**config.mk**
```make
export PLATFORM = sky130hd
export DESIGN_NAME = text_line_justifier
export DESIGN_NICKNAME = d
export VERILOG_FILES = /design/src/rtl/tlj_pkg.sv /design/src/rtl/text_line_justifier.sv /design/src/rtl/tlj_ram.sv /design/src/rtl/tlj_front.sv /design/src/rtl/tlj_back.sv
export SDC_FILE = /design/constraint.sdc
export NUM_CORES = 1
export LEC_CHECK = 0
export ABC_CLOCK_PERIOD_IN_PS = 4900
export BUFFER_PORTS_ARGS = -buffer_cell sky130_fd_sc_hd__buf_2
export CORE_MARGIN = 2
export CORE_UTILIZATION = 40
export DETAILED_ROUTE_END_ITERATION = 10
export HOLD_SLACK_MARGIN = 0.08
export SLEW_MARGIN = 20
export SYNTH_ARGS = -nofsm -noshare
export SYNTH_HDL_FRONTEND = slang
export SYNTH_HIERARCHICAL = 1
export SYNTH_SLANG_ARGS = --single-unit
```
**constraint.sdc**
```tcl
create_clock -name clk -period 4.9 [get_ports clk]
set_input_delay 0.98 -clock clk [delete_from_list [all_inputs] [get_ports clk]]
set_output_delay 0.98 -clock clk [all_outputs]
set_load 0.01 [all_outputs]
```
**src/rtl/tlj_pkg.sv**
```systemverilog
`default_nettype none
package tlj_pkg;
	localparam int MAX_WIDTH_DEF = 31;
	localparam logic [7:0] CH_SPACE = 8'h20;
	localparam logic [7:0] CH_LF = 8'h0A;
	localparam logic [7:0] CH_TAB = 8'h09;
	localparam logic [7:0] CH_QUEST = 8'h3F;
	localparam logic [7:0] CH_BOM0 = 8'hEF;
	localparam logic [7:0] CH_BOM1 = 8'hBB;
	localparam logic [7:0] CH_BOM2 = 8'hBF;

	typedef enum logic [1:0] {
		CMD_CHAR = 2'd0,
		CMD_SEP = 2'd1,
		CMD_END = 2'd2
	} cmd_t;

	typedef struct packed {
		cmd_t cmd;
		logic [7:0] ch;
	} token_t;

	typedef enum logic [2:0] {
		ST_IDLE = 3'd0,
		ST_CLOSE = 3'd1,
		ST_COPY = 3'd2,
		ST_EMIT = 3'd3,
		ST_PAD = 3'd4,
		ST_LF = 3'd5,
		ST_DIV = 3'd6,
		ST_APPEND = 3'd7
	} state_t;
endpackage
`default_nettype wire

```
**src/rtl/text_line_justifier.sv**
```systemverilog
`default_nettype none
// Greedy text justifier. Bytes are pushed into a two-entry token queue and a
// sequencer builds words and lines in two small RAMs. A plain letter is written
// straight into the word RAM. Closing a word copies its letters and a space
// into the line RAM. A line flush first divides the spare columns by repeated
// subtraction to get the per-gap padding, then emits the line bytes through
// the registered read of the line RAM, the padding spaces and, except for the
// final line, a line feed. Results leave through a one-entry output register,
// and the sequencer waits while that register holds an unaccepted transfer.
// Write the line width only while the block is idle.
module text_line_justifier #(
	parameter int MAX_WIDTH = tlj_pkg::MAX_WIDTH_DEF
) (
	input wire logic clk,
	input wire logic arst_n,
	input wire logic push,
	output logic full,
	input wire logic [7:0] text_byte,
	input wire logic end_of_text,
	output logic empty,
	input wire logic pop,
	output logic [7:0] out_byte,
	output logic run_last,
	input wire logic cfg_we,
	input wire logic [4:0] cfg_wdata
);
	logic [4:0] width_q;
	logic tok_valid, tok_ready;
	tlj_pkg::token_t tok;
	logic o_valid;

	always_ff @(posedge clk or negedge arst_n) begin
		if (!arst_n) begin
			width_q <= 5'd31;
		end else if (cfg_we) begin
			width_q <= cfg_wdata;
		end
	end

	tlj_front u_front (
		.clk(clk), .arst_n(arst_n), .push(push), .full(full),
		.text_byte(text_byte), .end_of_text(end_of_text),
		.tok_valid(tok_valid), .tok_ready(tok_ready), .tok(tok)
	);

	tlj_back #(.MAX_WIDTH(MAX_WIDTH)) u_back (
		.clk(clk), .arst_n(arst_n), .width(width_q),
		.tok_valid(tok_valid), .tok_ready(tok_ready), .tok(tok),
		.o_valid(o_valid), .o_ready(pop), .o_byte(out_byte), .o_last(run_last)
	);

	assign empty = !o_valid;
endmodule
`default_nettype wire

```
**src/rtl/tlj_ram.sv**
```systemverilog
`default_nettype none
module tlj_ram #(
	parameter int WIDTH = 8,
	parameter int DEPTH = 32
) (
	input wire logic clk,
	input wire logic we,
	input wire logic [$clog2(DEPTH)-1:0] waddr,
	input wire logic [WIDTH-1:0] wdata,
	input wire logic [$clog2(DEPTH)-1:0] raddr,
	output logic [WIDTH-1:0] rdata
);
	logic [WIDTH-1:0] mem [DEPTH];

	always_ff @(posedge clk) begin
		if (we) begin
			mem[waddr] <= wdata;
		end
		rdata <= mem[raddr];
	end
endmodule
`default_nettype wire

```
**src/rtl/tlj_front.sv**
```systemverilog
`default_nettype none
module tlj_front (
	input wire logic clk,
	input wire logic arst_n,
	input wire logic push,
	output logic full,
	input wire logic [7:0] text_byte,
	input wire logic end_of_text,
	output logic tok_valid,
	input wire logic tok_ready,
	output tlj_pkg::token_t tok
);
	tlj_pkg::token_t tok_q [2];
	logic [1:0] cnt_q;
	logic rd_q;
	logic wr_q;
	tlj_pkg::token_t in_tok;
	logic do_push;
	logic do_pop;

	assign full = (cnt_q == 2'd2);
	assign tok_valid = (cnt_q != 2'd0);
	assign tok = tok_q[rd_q];
	assign do_push = push && !full;
	assign do_pop = tok_valid && tok_ready;

	always_comb begin
		in_tok.ch = text_byte;
		if (end_of_text) begin
			in_tok.cmd = tlj_pkg::CMD_END;
		end else if (text_byte == tlj_pkg::CH_SPACE || text_byte == tlj_pkg::CH_LF
				|| text_byte == tlj_pkg::CH_TAB || text_byte == tlj_pkg::CH_BOM0
				|| text_byte == tlj_pkg::CH_BOM1 || text_byte == tlj_pkg::CH_BOM2) begin
			in_tok.cmd = tlj_pkg::CMD_SEP;
		end else begin
			in_tok.cmd = tlj_pkg::CMD_CHAR;
			if (text_byte[7]) begin
				in_tok.ch = tlj_pkg::CH_QUEST;
			end
		end
	end

	always_ff @(posedge clk) begin
		if (do_push) begin
			tok_q[wr_q] <= in_tok;
		end
	end

	always_ff @(posedge clk or negedge arst_n) begin
		if (!arst_n) begin
			cnt_q <= 2'd0;
			rd_q <= 1'b0;
			wr_q <= 1'b0;
		end else begin
			if (do_push) begin
				wr_q <= ~wr_q;
			end
			if (do_pop) begin
				rd_q <= ~rd_q;
			end
			cnt_q <= cnt_q + {1'b0, do_push} - {1'b0, do_pop};
		end
	end
endmodule
`default_nettype wire

```
**src/rtl/tlj_back.sv**
```systemverilog
`default_nettype none
module tlj_back #(
	parameter int MAX_WIDTH = tlj_pkg::MAX_WIDTH_DEF
) (
	input wire logic clk,
	input wire logic arst_n,
	input wire logic [4:0] width,
	input wire logic tok_valid,
	output logic tok_ready,
	input wire tlj_pkg::token_t tok,
	output logic o_valid,
	input wire logic o_ready,
	output logic [7:0] o_byte,
	output logic o_last
);
	localparam int WAW = $clog2(MAX_WIDTH);
	localparam int LAW = $clog2(MAX_WIDTH + 1);

	tlj_pkg::state_t state_q, state_d;
	tlj_pkg::cmd_t cmd_q;
	logic [5:0] wlen_q;
	logic [5:0] llen_q;
	logic [5:0] words_q;
	logic between_q;
	logic [5:0] idx_q;
	logic [5:0] len_q;
	logic pad_q;
	logic fin_q;
	logic [5:0] q_q;
	logic [5:0] r_q;
	logic [5:0] gap_q;
	logic [5:0] padc_q;
	logic [5:0] rem_q;
	logic [5:0] gaps_q;
	logic rdy_q;
	logic pend_q;

	logic w_we;
	logic [WAW-1:0] w_waddr, w_raddr;
	logic [7:0] w_wdata, w_rdata;
	logic l_we;
	logic [LAW-1:0] l_waddr, l_raddr;
	logic [7:0] l_wdata, l_rdata;

	logic [5:0] weff;
	logic out_busy;
	logic flush_now;
	logic div_setup;
	logic div_more;
	logic emit_ch;
	logic is_gap;
	logic emit;
	logic [7:0] emit_byte;
	logic emit_last;

	assign weff = (width > 5'(MAX_WIDTH)) ? 6'(MAX_WIDTH) : {1'b0, width};
	assign out_busy = o_valid && !o_ready;
	assign flush_now = (7'(wlen_q) + 7'(llen_q) + 7'd1 >= 7'(weff));
	assign div_setup = (padc_q == 6'd0 && gaps_q == 6'd0);
	assign div_more = pad_q && rem_q >= gaps_q;
	assign emit_ch = (idx_q < len_q) && !out_busy && rdy_q;
	assign is_gap = (l_rdata == tlj_pkg::CH_SPACE) && pad_q;

	tlj_ram #(.WIDTH(8), .DEPTH(MAX_WIDTH)) u_word (
		.clk(clk), .we(w_we), .waddr(w_waddr), .wdata(w_wdata),
		.raddr(w_raddr), .rdata(w_rdata)
	);
	tlj_ram #(.WIDTH(8), .DEPTH(MAX_WIDTH + 1)) u_line (
		.clk(clk), .we(l_we), .waddr(l_waddr), .wdata(l_wdata),
		.raddr(l_raddr), .rdata(l_rdata)
	);

	assign w_we = (state_q == tlj_pkg::ST_IDLE) && tok_valid
		&& tok.cmd == tlj_pkg::CMD_CHAR && wlen_q < 6'(MAX_WIDTH);
	assign w_waddr = wlen_q[WAW-1:0];
	assign w_wdata = tok.ch;
	assign w_raddr = idx_q[WAW-1:0];
	assign l_raddr = idx_q[LAW-1:0];

	always_comb begin
		l_we = 1'b0;
		l_wdata = w_rdata;
		if (state_q == tlj_pkg::ST_APPEND && llen_q < 6'(MAX_WIDTH + 1)) begin
			l_we = 1'b1;
			l_wdata = pend_q ? w_rdata : tlj_pkg::CH_SPACE;
		end
	end
	assign l_waddr = llen_q[LAW-1:0];

	assign tok_ready = (state_q == tlj_pkg::ST_IDLE);

	always_comb begin
		state_d = state_q;
		case (state_q)
			tlj_pkg::ST_IDLE: begin
				if (tok_valid) begin
					if (tok.cmd == tlj_pkg::CMD_CHAR) begin
						state_d = tlj_pkg::ST_IDLE;
					end else if (!between_q) begin
						state_d = tlj_pkg::ST_CLOSE;
					end else if (tok.cmd == tlj_pkg::CMD_END) begin
						state_d = tlj_pkg::ST_DIV;
					end
				end
			end
			tlj_pkg::ST_CLOSE: begin
				state_d = flush_now ? tlj_pkg::ST_DIV : tlj_pkg::ST_COPY;
			end
			tlj_pkg::ST_DIV: begin
				if (llen_q == 6'd0) begin
					state_d = tlj_pkg::ST_LF;
				end else if (!div_setup && !div_more) begin
					state_d = tlj_pkg::ST_EMIT;
				end
			end
			tlj_pkg::ST_EMIT: begin
				if (idx_q >= len_q) begin
					state_d = tlj_pkg::ST_LF;
				end else if (emit_ch && is_gap && (q_q != 6'd0 || gap_q < r_q)) begin
					state_d = tlj_pkg::ST_PAD;
				end
			end
			tlj_pkg::ST_PAD: begin
				if (!out_busy && padc_q == 6'd1) begin
					state_d = tlj_pkg::ST_EMIT;
				end
			end
			tlj_pkg::ST_LF: begin
				if (!out_busy) begin
					state_d = fin_q ? tlj_pkg::ST_IDLE : tlj_pkg::ST_COPY;
				end
			end
			tlj_pkg::ST_COPY: begin
				state_d = tlj_pkg::ST_APPEND;
			end
			tlj_pkg::ST_APPEND: begin
				if (pend_q) begin
					state_d = tlj_pkg::ST_COPY;
				end else if (cmd_q == tlj_pkg::CMD_END) begin
					state_d = tlj_pkg::ST_DIV;
				end else begin
					state_d = tlj_pkg::ST_IDLE;
				end
			end
			default: state_d = tlj_pkg::ST_IDLE;
		endcase
	end

	always_comb begin
		emit = 1'b0;
		emit_byte = l_rdata;
		emit_last = 1'b0;
		case (state_q)
			tlj_pkg::ST_EMIT: begin
				if (emit_ch) begin
					emit = 1'b1;
					emit_byte = l_rdata;
					emit_last = fin_q && (idx_q + 6'd1 >= len_q);
				end
			end
			tlj_pkg::ST_PAD: begin
				if (!out_busy) begin
					emit = 1'b1;
					emit_byte = tlj_pkg::CH_SPACE;
				end
			end
			tlj_pkg::ST_LF: begin
				if (!out_busy && !fin_q && llen_q != 6'd0) begin
					emit = 1'b1;
					emit_byte = tlj_pkg::CH_LF;
					emit_last = (cmd_q == tlj_pkg::CMD_SEP);
				end
			end
			default: emit = 1'b0;
		endcase
	end

	always_ff @(posedge clk or negedge arst_n) begin
		if (!arst_n) begin
			o_valid <= 1'b0;
			o_byte <= '0;
			o_last <= 1'b0;
		end else if (emit) begin
			o_valid <= 1'b1;
			o_byte <= emit_byte;
			o_last <= emit_last;
		end else if (o_ready) begin
			o_valid <= 1'b0;
		end
	end

	always_ff @(posedge clk or negedge arst_n) begin
		if (!arst_n) begin
			state_q <= tlj_pkg::ST_IDLE;
			cmd_q <= tlj_pkg::CMD_CHAR;
			wlen_q <= '0;
			llen_q <= '0;
			words_q <= '0;
			between_q <= 1'b1;
			idx_q <= '0;
			len_q <= '0;
			pad_q <= 1'b0;
			fin_q <= 1'b0;
			q_q <= '0;
			r_q <= '0;
			gap_q <= '0;
			padc_q <= '0;
			rem_q <= '0;
			gaps_q <= '0;
			rdy_q <= 1'b0;
			pend_q <= 1'b0;
		end else begin
			state_q <= state_d;
			case (state_q)
				tlj_pkg::ST_IDLE: begin
					if (tok_valid) begin
						cmd_q <= tok.cmd;
						if (tok.cmd == tlj_pkg::CMD_CHAR) begin
							if (wlen_q < 6'(MAX_WIDTH)) begin
								wlen_q <= wlen_q + 6'd1;
							end
							between_q <= 1'b0;
						end else if (!between_q) begin
							between_q <= 1'b1;
						end else if (tok.cmd == tlj_pkg::CMD_END) begin
							fin_q <= 1'b1;
						end
					end
				end
				tlj_pkg::ST_CLOSE: begin
					if (flush_now) begin
						fin_q <= 1'b0;
					end else begin
						idx_q <= '0;
					end
				end
				tlj_pkg::ST_DIV: begin
					// Flush setup: gap count and spare columns, then divide by subtraction.
					if (llen_q == 6'd0) begin
						len_q <= '0;
					end else if (div_setup) begin
						len_q <= llen_q - 6'd1;
						pad_q <= !fin_q && words_q >= 6'd2 && (llen_q - 6'd1) <= weff;
						gaps_q <= words_q - 6'd1;
						rem_q <= weff - (llen_q - 6'd1);
						q_q <= '0;
						padc_q <= 6'd1;
					end else if (div_more) begin
						rem_q <= rem_q - gaps_q;
						q_q <= q_q + 6'd1;
					end else begin
						r_q <= rem_q;
						padc_q <= '0;
						gaps_q <= '0;
						gap_q <= '0;
						idx_q <= '0;
						rdy_q <= 1'b0;
					end
				end
				tlj_pkg::ST_EMIT: begin
					if (idx_q < len_q && !out_busy) begin
						if (!rdy_q) begin
							rdy_q <= 1'b1;
						end else begin
							rdy_q <= 1'b0;
							idx_q <= idx_q + 6'd1;
							if (is_gap) begin
								padc_q <= q_q + ((gap_q < r_q) ? 6'd1 : 6'd0);
								gap_q <= gap_q + 6'd1;
							end
						end
					end
				end
				tlj_pkg::ST_PAD: begin
					if (!out_busy) begin
						padc_q <= padc_q - 6'd1;
					end
				end
				tlj_pkg::ST_LF: begin
					if (!out_busy) begin
						llen_q <= '0;
						words_q <= '0;
						len_q <= '0;
						if (fin_q) begin
							wlen_q <= '0;
							between_q <= 1'b1;
							fin_q <= 1'b0;
						end else begin
							idx_q <= '0;
						end
					end
				end
				tlj_pkg::ST_COPY: begin
					pend_q <= (idx_q < wlen_q);
				end
				tlj_pkg::ST_APPEND: begin
					if (llen_q < 6'(MAX_WIDTH + 1)) begin
						llen_q <= llen_q + 6'd1;
					end
					if (pend_q) begin
						idx_q <= idx_q + 6'd1;
					end else begin
						words_q <= words_q + 6'd1;
						wlen_q <= '0;
						if (cmd_q == tlj_pkg::CMD_END) begin
							fin_q <= 1'b1;
						end
					end
				end
				default: cmd_q <= tlj_pkg::CMD_CHAR;
			endcase
		end
	end
endmodule
`default_nettype wire

```
==> flow_summary_export.csv, run 1 <==
group,metric,value,unit
status,outcome,"completed",
yosys,synthAdderAreaFrac,2.98,%
grt,overflow,0,
sta,hold_viol_final,0,
yosys,synth_nets,1834,
clocking,path_clk_slew,0.06,ns
setup_path,regToRegEndpoint,"u_back/u_word/mem[8][2]$_DFFE_PP_",
setup_path,crit_required,5.17,ns
yosys,synth-simple-area-share,7.71,%
layout,final_cell_mix,"edfxtp_1 (524), nor2_1 (121), nand2_1 (110)",
power_and_ir_drop,ir_drop,0.360,mV
clocking,clockBufferDepth,3,
floorplan,io_pins,30,
yosys,synthFlopType,"edfxtp_1",
sta,min_period,3.72,ns
yosys,yosysUniqueCellTypes,97,
yosys,synth-seq-cells,635,
sta,worst_pin_slew,0.991,ns
yosys,synth_top_family_by_area,"multiplexers",
job,maxCapViolations,0,
detailed_routing,drt_iter0_markers,1551,
sta,relSlewSlack,33.7,%
clocking,cts_root_buf,"clkbuf_16",
place,dp_cells,2607,
place,gp_congestion,0.858,
grt,grt_pass1_wl,97500,µm
clocking,cts_hold_buf,0,
min_path,hold_path_class,"in -> async",
floorplan,rows,96,
layout,fin_cells,2722,
power_and_ir_drop,p_total,0.0174,W
sta,clock-skew-final,0.0639,ns
setup_path,crit_path_end,"u_back/u_word/mem[8][2]$_DFFE_PP_",
yosys,avgSynthCellArea,15.8,µm²
sta,fin_hold_ws,0.476,ns
layout,diodes,0,
floorplan,die_x,267,µm
power_and_ir_drop,leakagePower,10.4,nW
setup_path,startpoint_type,"flop",
clocking,clock_sinks,635,
setup_path,r2r_start,"u_front/rd_q$_DFFE_PN0P_",
floorplan,die_area,0.0711,mm²
sta,tns,0,ns
floorplan,core-area,0.0685,mm²
detailed_routing,drc,0,
clocking,cts_made_buffers,61,
clocking,post_cts_resize_count,0,
layout,syn_to_final_growth,11.0,%
detailed_routing,vias,15283,
detailed_routing,antenna_left,0,
yosys,async_reset_ff_share,15.0,%
yosys,synth_edf_count,524,
layout,drive_gt1_share,19.0,%
yosys,muxShareOfSynthArea,12.4,%
floorplan,dieHeight,267,µm
clocking,htree_levels,2,
place,postPlaceCellArea,0.0285,mm²
yosys,synth_compound_area_share,6.01,%
setup_path,setup.worst_path.class,"reg -> reg",
sta,fmax,269,MHz
grt,antenna_found_initial,1,
layout,final_nets,1871,
sta,slew_violations,0,
yosys,syn_inst,1751,
floorplan,start_util,40.3,%
yosys,ys_seq_area_share,66.8,%
sta,rsz0062_at_grt,"false",
detailed_routing,drt_wl_total,64100,µm
clocking,cts_tree,"yes",
setup_path,cp_max_fo,11,
yosys,synth_xor_area_share,1.49,%
sta,setup_violations,0,
layout,fin_area,0.0306,mm²
setup_path,cp.arrival,4.00,ns
place,port_buffers,29,
detailed_routing,viasPerCell,5.61,
sta,fin_crit_sh,76.0,%
setup_path,critPathCaptureType,"flop",
layout,final_common_cell,"edfxtp_1",
clocking,post_cts_buffers,0,
detailed_routing,firstDrtPassIters,5,
clocking,clk-insertion-delay-late,0.67,ns
yosys,synth_area,0.0276,mm²
setup_path,worstRegToRegCells,5,
detailed_routing,wire_per_inst,23.5,µm
grt,grt_max_degree,71,
grt,grt_pass1_vias,15354,
place,dp_hpwl,41400,µm
grt,track_usage,18.3,%
setup_path,cp-startpoint,"u_front/rd_q$_DFFE_PN0P_",
setup_path,ff2ff_setup_slack,1.18,ns
power_and_ir_drop,powerDensity,568,mW/mm²
yosys,yosysWarnings,6,
area by class of cell:
class                   count  area, µm²
repair buffers             51        313
inverters                  54        203
well taps                 882       1100
clock buffers              79       1650
flip-flops and latches    635      18400
fillers                  5995      37800
clock inverters            36        430
multi-input cells         985       8480
worst min-delay path by stage:
stage | from | end | slack (ns) | cells after the start
after floorplan | u_back/u_line/rdata[0]$_DFF_P_ | u_back/o_byte[0]$_DFFE_PN0P_ | 0.43 | 2
after CTS | u_back/o_byte[2]$_DFFE_PN0P_ | u_back/o_byte[2]$_DFFE_PN0P_ | 0.48 | 2
after global placement | u_back/o_byte[2]$_DFFE_PN0P_ | u_back/o_byte[2]$_DFFE_PN0P_ | 0.46 | 2
after detailed placement | u_back/o_byte[2]$_DFFE_PN0P_ | u_back/o_byte[2]$_DFFE_PN0P_ | 0.46 | 2
after global routing | u_back/o_byte[2]$_DFFE_PN0P_ | u_back/o_byte[2]$_DFFE_PN0P_ | 0.49 | 2
final | arst_n | u_back/rem_q[2]$_DFFE_PN0P_ | 0.48 | 1
state kept, by name, summed over array words and instances, names as in the netlist, 5 cells and up:
signal and flops:
u_back/gap_q 6, u_back/gaps_q 6, u_back/idx_q 6, u_back/len_q 6, u_back/llen_q 6, u_back/o_byte 8, u_back/padc_q 6, u_back/q_q 6
u_back/r_q 6, u_back/rem_q 6, u_back/u_line/mem 256, u_back/u_line/rdata 8, u_back/u_word/mem 248, u_back/u_word/rdata 8, u_back/wlen_q 6, u_back/words_q 6
u_front/tok_q 20, width_q 5
worst max-delay path, stage by stage (launching register included):
cell	delay [ns]
dfrtp_1	0.66
mux2_2	0.45
a2111oi_0	0.52
and3_1	0.39
or3b_2	0.66
nor2_1	0.64
routing by layer:
metal  vias to the layer above  wire length (µm)  track usage, %
met1                      7918             28600            26.3
li1                       6827                 -               -
met2                       449             30600            29.5
met3                        89              3580            2.64
met5                         -                 0               0
met4                         0              1210            4.39
Yosys cell counts, types with 7 or more instances:
library cell	instances	area, µm²
a21o_1	12	90.1
a21oi_1	48	240
a22oi_1	25	188
a31oi_1	8	50.1
buf_1	9	33.8
buf_2	14	70.1
buf_4	14	105
buf_6	10	113
clkbuf_1	25	93.8
dfrtp_1	89	2230
dfxtp_1	16	320
edfxtp_1	524	15700
ha_1	61	763
inv_1	52	195
mux2_2	31	349
mux2i_1	79	791
mux4_2	96	2160
nand2_1	110	413
nand2_2	7	43.8
nand2b_1	19	119
nand3_1	37	185
nand3b_1	13	97.6
nand4_1	13	81.3
nor2_1	121	454
nor2b_1	26	163
nor3_1	18	90.1
o21ai_0	43	215
o21ai_1	12	60.1
o21ai_2	8	70.1
o31ai_1	10	75.1
xnor2_1	22	193
xor2_1	25	219
stage by stage:
| step | setup WS [ns] | utilization [%] |
|---|---|---|
| final | 1.18 | 44.7 |
| after global routing | 0.887 | 44.7 |
| after CTS | 1.16 | 44.7 |
| after detailed placement | 1.22 | 41.7 |
| after global placement | 1.39 | 41.7 |
| after floorplan | 1.74 | - |
power breakdown:
group / total (W) / leakage, nW / switching, W / internal (W)
clock: 0.00479 / 1.01 / 0.00206 / 0.00273
combinational: 0.00521 / 3.26 / 0.00326 / 0.00195
sequential: 0.00739 / 6.09 / 0.000474 / 0.00692
cell families (layout without fill, tap and decap cells):
kind of cell	count (synthesis)	count (layout)
multiplexers	214	214
buffers and inverters	131	220
AO/OA/AOI/OAI	235	235
AND/OR/NAND/NOR	425	425
XOR/XNOR	47	47
adder cells (fa/ha/maj)	64	64
flip-flops	635	635
No activity file was read; power rests on OpenSTA's default activity.
==> inputs of run 2 (changes only) <==
--- a/config.mk
+++ b/config.mk
@@ -5,7 +5,7 @@
 export SDC_FILE = /design/constraint.sdc
 export NUM_CORES = 1
 export LEC_CHECK = 0
-export ABC_CLOCK_PERIOD_IN_PS = 4900
+export ABC_CLOCK_PERIOD_IN_PS = 3350
 export BUFFER_PORTS_ARGS = -buffer_cell sky130_fd_sc_hd__buf_2
 export CORE_MARGIN = 2
 export CORE_UTILIZATION = 40
==> constraint.sdc (replaced) <==
create_clock -name clk -period 3.35 [get_ports clk]
set_input_delay 0.67 -clock clk [delete_from_list [all_inputs] [get_ports clk]]
set_output_delay 0.67 -clock clk [all_outputs]
set_load 0.01 [all_outputs]
==> run 2 against run 1 <==
Against the previous run:
- via count rose by 1.3%
- power rose by 50%
- largest cell class unchanged
- worst hold slack got worse by 0.40 ns
- cell count rose by 3.6%
- first-iteration DRC count fell by 14%
- critical endpoint is now u_back/u_word/mem[4][6]$_DFFE_PP_
- register-to-register slack got worse by 1.0 ns
- critical path type unchanged
- critical path depth rose by 2
- clock power rose by 57%
- maximum frequency rose by 17%
==> flow_summary_export.csv, run 2 (synthesis results as in run 1) <==
group,metric,value,unit
power_and_ir_drop,ir_drop,0.565,mV
layout,final_cell_mix,"edfxtp_1 (524), nor2_1 (121), nand2_1 (110)",
floorplan,io_pins,30,
power_and_ir_drop,netSwitchingPower,0.00863,W
floorplan,start_util,40.3,%
detailed_routing,drt_iter0_markers,1335,
place,port_buffers,29,
power_and_ir_drop,clkPwrFrac,28.8,%
detailed_routing,drc,0,
sta,rsz0062_at_grt,"false",
sta,clock-skew-final,0.0247,ns
power_and_ir_drop,combPwrFrac,30.7,%
setup_path,cp_max_fo,8,
floorplan,die_x,267,µm
clocking,post_cts_resize_count,0,
layout,largest_reg_flops,256,
sta,hold_viol_final,0,
power_and_ir_drop,powerDensity,829,mW/mm²
floorplan,dieHeight,267,µm
power_and_ir_drop,p_seq_share,40.5,%
setup_path,startpoint_type,"flop",
layout,syn_to_final_growth,14.1,%
clocking,path_clk_slew,0.06,ns
clocking,cts_made_buffers,68,
grt,grt_pass1_wl,95800,µm
layout,final_util,46.0,%
power_and_ir_drop,leakagePower,10.9,nW
sta,min_period,3.19,ns
setup_path,ff2ff_setup_slack,0.16,ns
detailed_routing,viasPerCell,5.49,
setup_path,r2r_start,"u_back/wlen_q[1]$_DFFE_PN0P_",
setup_path,regToRegEndpoint,"u_back/u_word/mem[4][6]$_DFFE_PP_",
place,postPlaceCellArea,0.0293,mm²
layout,fin_cells,2821,
layout,n_fill_cell,5930,
layout,fin_area,0.0315,mm²
clocking,cts_root_buf,"clkbuf_16",
sta,fmax,313,MHz
sta,tns,0,ns
floorplan,rows,96,
clocking,clk-insertion-delay-late,0.62,ns
setup_path,setup.worst_path.class,"reg -> reg",
detailed_routing,drt_wl_total,63300,µm
sta,fin_crit_sh,95.3,%
setup_path,worstRegToRegCells,7,
grt,grt_max_degree,129,
floorplan,core-area,0.0685,mm²
layout,largest-register,"u_back/u_line/mem",
grt,grt_pass1_vias,15600,
place,dp_hpwl,40900,µm
power_and_ir_drop,p_int,0.0175,W
floorplan,die_area,0.0711,mm²
clocking,htree_levels,3,
grt,track_usage,18.1,%
job,maxCapViolations,0,
sta,slew_violations,0,
detailed_routing,vias,15479,
power_and_ir_drop,p_sw_share,33.1,%
grt,antenna_found_initial,2,
sta,setup_violations,0,
layout,drive_gt1_share,22.8,%
setup_path,cp.arrival,3.51,ns
detailed_routing,firstDrtPassIters,5,
clocking,cts_hold_buf,0,
clocking,post_cts_buffers,0,
status,outcome,"completed",
setup_path,crit_required,3.67,ns
place,dp_cells,2695,
min_path,hold_path_class,"in -> async",
place,gp_congestion,0.836,
sta,worst_pin_slew,0.978,ns
sta,relSlewSlack,34.6,%
layout,final_common_cell,"edfxtp_1",
layout,final_nets,1966,
detailed_routing,wire_per_inst,22.4,µm
clocking,clock_sinks,635,
clocking,clockBufferDepth,3,
detailed_routing,antenna_left,0,
grt,overflow,0,
setup_path,critPathCaptureType,"flop",
clocking,cts_tree,"yes",
layout,largestRegisters,"u_back/u_line/mem x256, u_back/u_word/mem x248, u_front/tok_q x20",
run 2: cell count changes in the layout (fill, tap and decap cells not counted), sizes merged:
cell / delta
bufinv: +1
clkinvlp: -1
clkinv: +2
clkbuf: +3
buf: +88
inv: +3
diode: +3
run 2: per-stage QoR:
stage | hold slack (ns) | setup slack (ns) | power [W]
floorplan | 0.374 | 0.189 | 0.0162
global placement | 0.459 | 0.307 | 0.0186
detailed placement | 0.464 | 0.261 | 0.0188
CTS | 0.0847 | 0.250 | 0.0264
global route | 0.117 | 0.0271 | 0.0274
finish | 0.0796 | 0.158 | 0.0261
run 2: worst max-delay path: stages (launching register included):
cell	delay [ns]
dfrtp_1	0.48
ha_1	0.25
and3_1	0.20
a2111oi_0	0.59
and3_1	0.27
or3b_2	0.66
nor2_1	0.27
buf_4	0.18
run 2: final cells by class:
type                       instances  area [µm²]  area share, %
inverter                          54         203          0.644
timing repair buffer             139        1020           3.25
clock inverter                    41         465           1.48
multi-input combinational        985        8470           26.9
sequential                       635       18400           58.6
tap                              882        1100           3.50
antenna                            3        7.51         0.0238
clock buffer                      82        1760           5.60
run 2: power groups by stage:
stage / combinational, W / sequential (W) / clock, W
floorplan: 0.00559 / 0.0106 / 0
global placement: 0.00792 / 0.0107 / 0
detailed placement: 0.00807 / 0.0107 / 0
CTS: 0.00809 / 0.0106 / 0.00769
global route: 0.00877 / 0.0106 / 0.00798
finish: 0.00802 / 0.0106 / 0.00751
run 2: worst max path at each step:
stage	start	end	slack [ns]
after global routing	u_back/wlen_q[0]$_DFFE_PN0P_	u_back/idx_q[0]$_DFFE_PN0P_	0.03
after floorplan	u_front/rd_q$_DFFE_PN0P_	u_back/u_word/mem[0][0]$_DFFE_PP_	0.19
after global placement	u_back/wlen_q[0]$_DFFE_PN0P_	u_back/idx_q[0]$_DFFE_PN0P_	0.31
after detailed placement	u_back/wlen_q[0]$_DFFE_PN0P_	u_back/idx_q[0]$_DFFE_PN0P_	0.26
after CTS	u_back/wlen_q[0]$_DFFE_PN0P_	u_back/idx_q[0]$_DFFE_PN0P_	0.25
final	u_back/wlen_q[1]$_DFFE_PN0P_	u_back/u_word/mem[4][6]$_DFFE_PP_	0.16
run 2: per-layer routing:
layer	routed length (µm)	track usage, %	up-vias
li1	-	-	7030
met1	27500	25.0	7894
met2	30500	28.8	457
met3	4100	3.54	98
met4	1300	5.56	0
met5	0	0	-
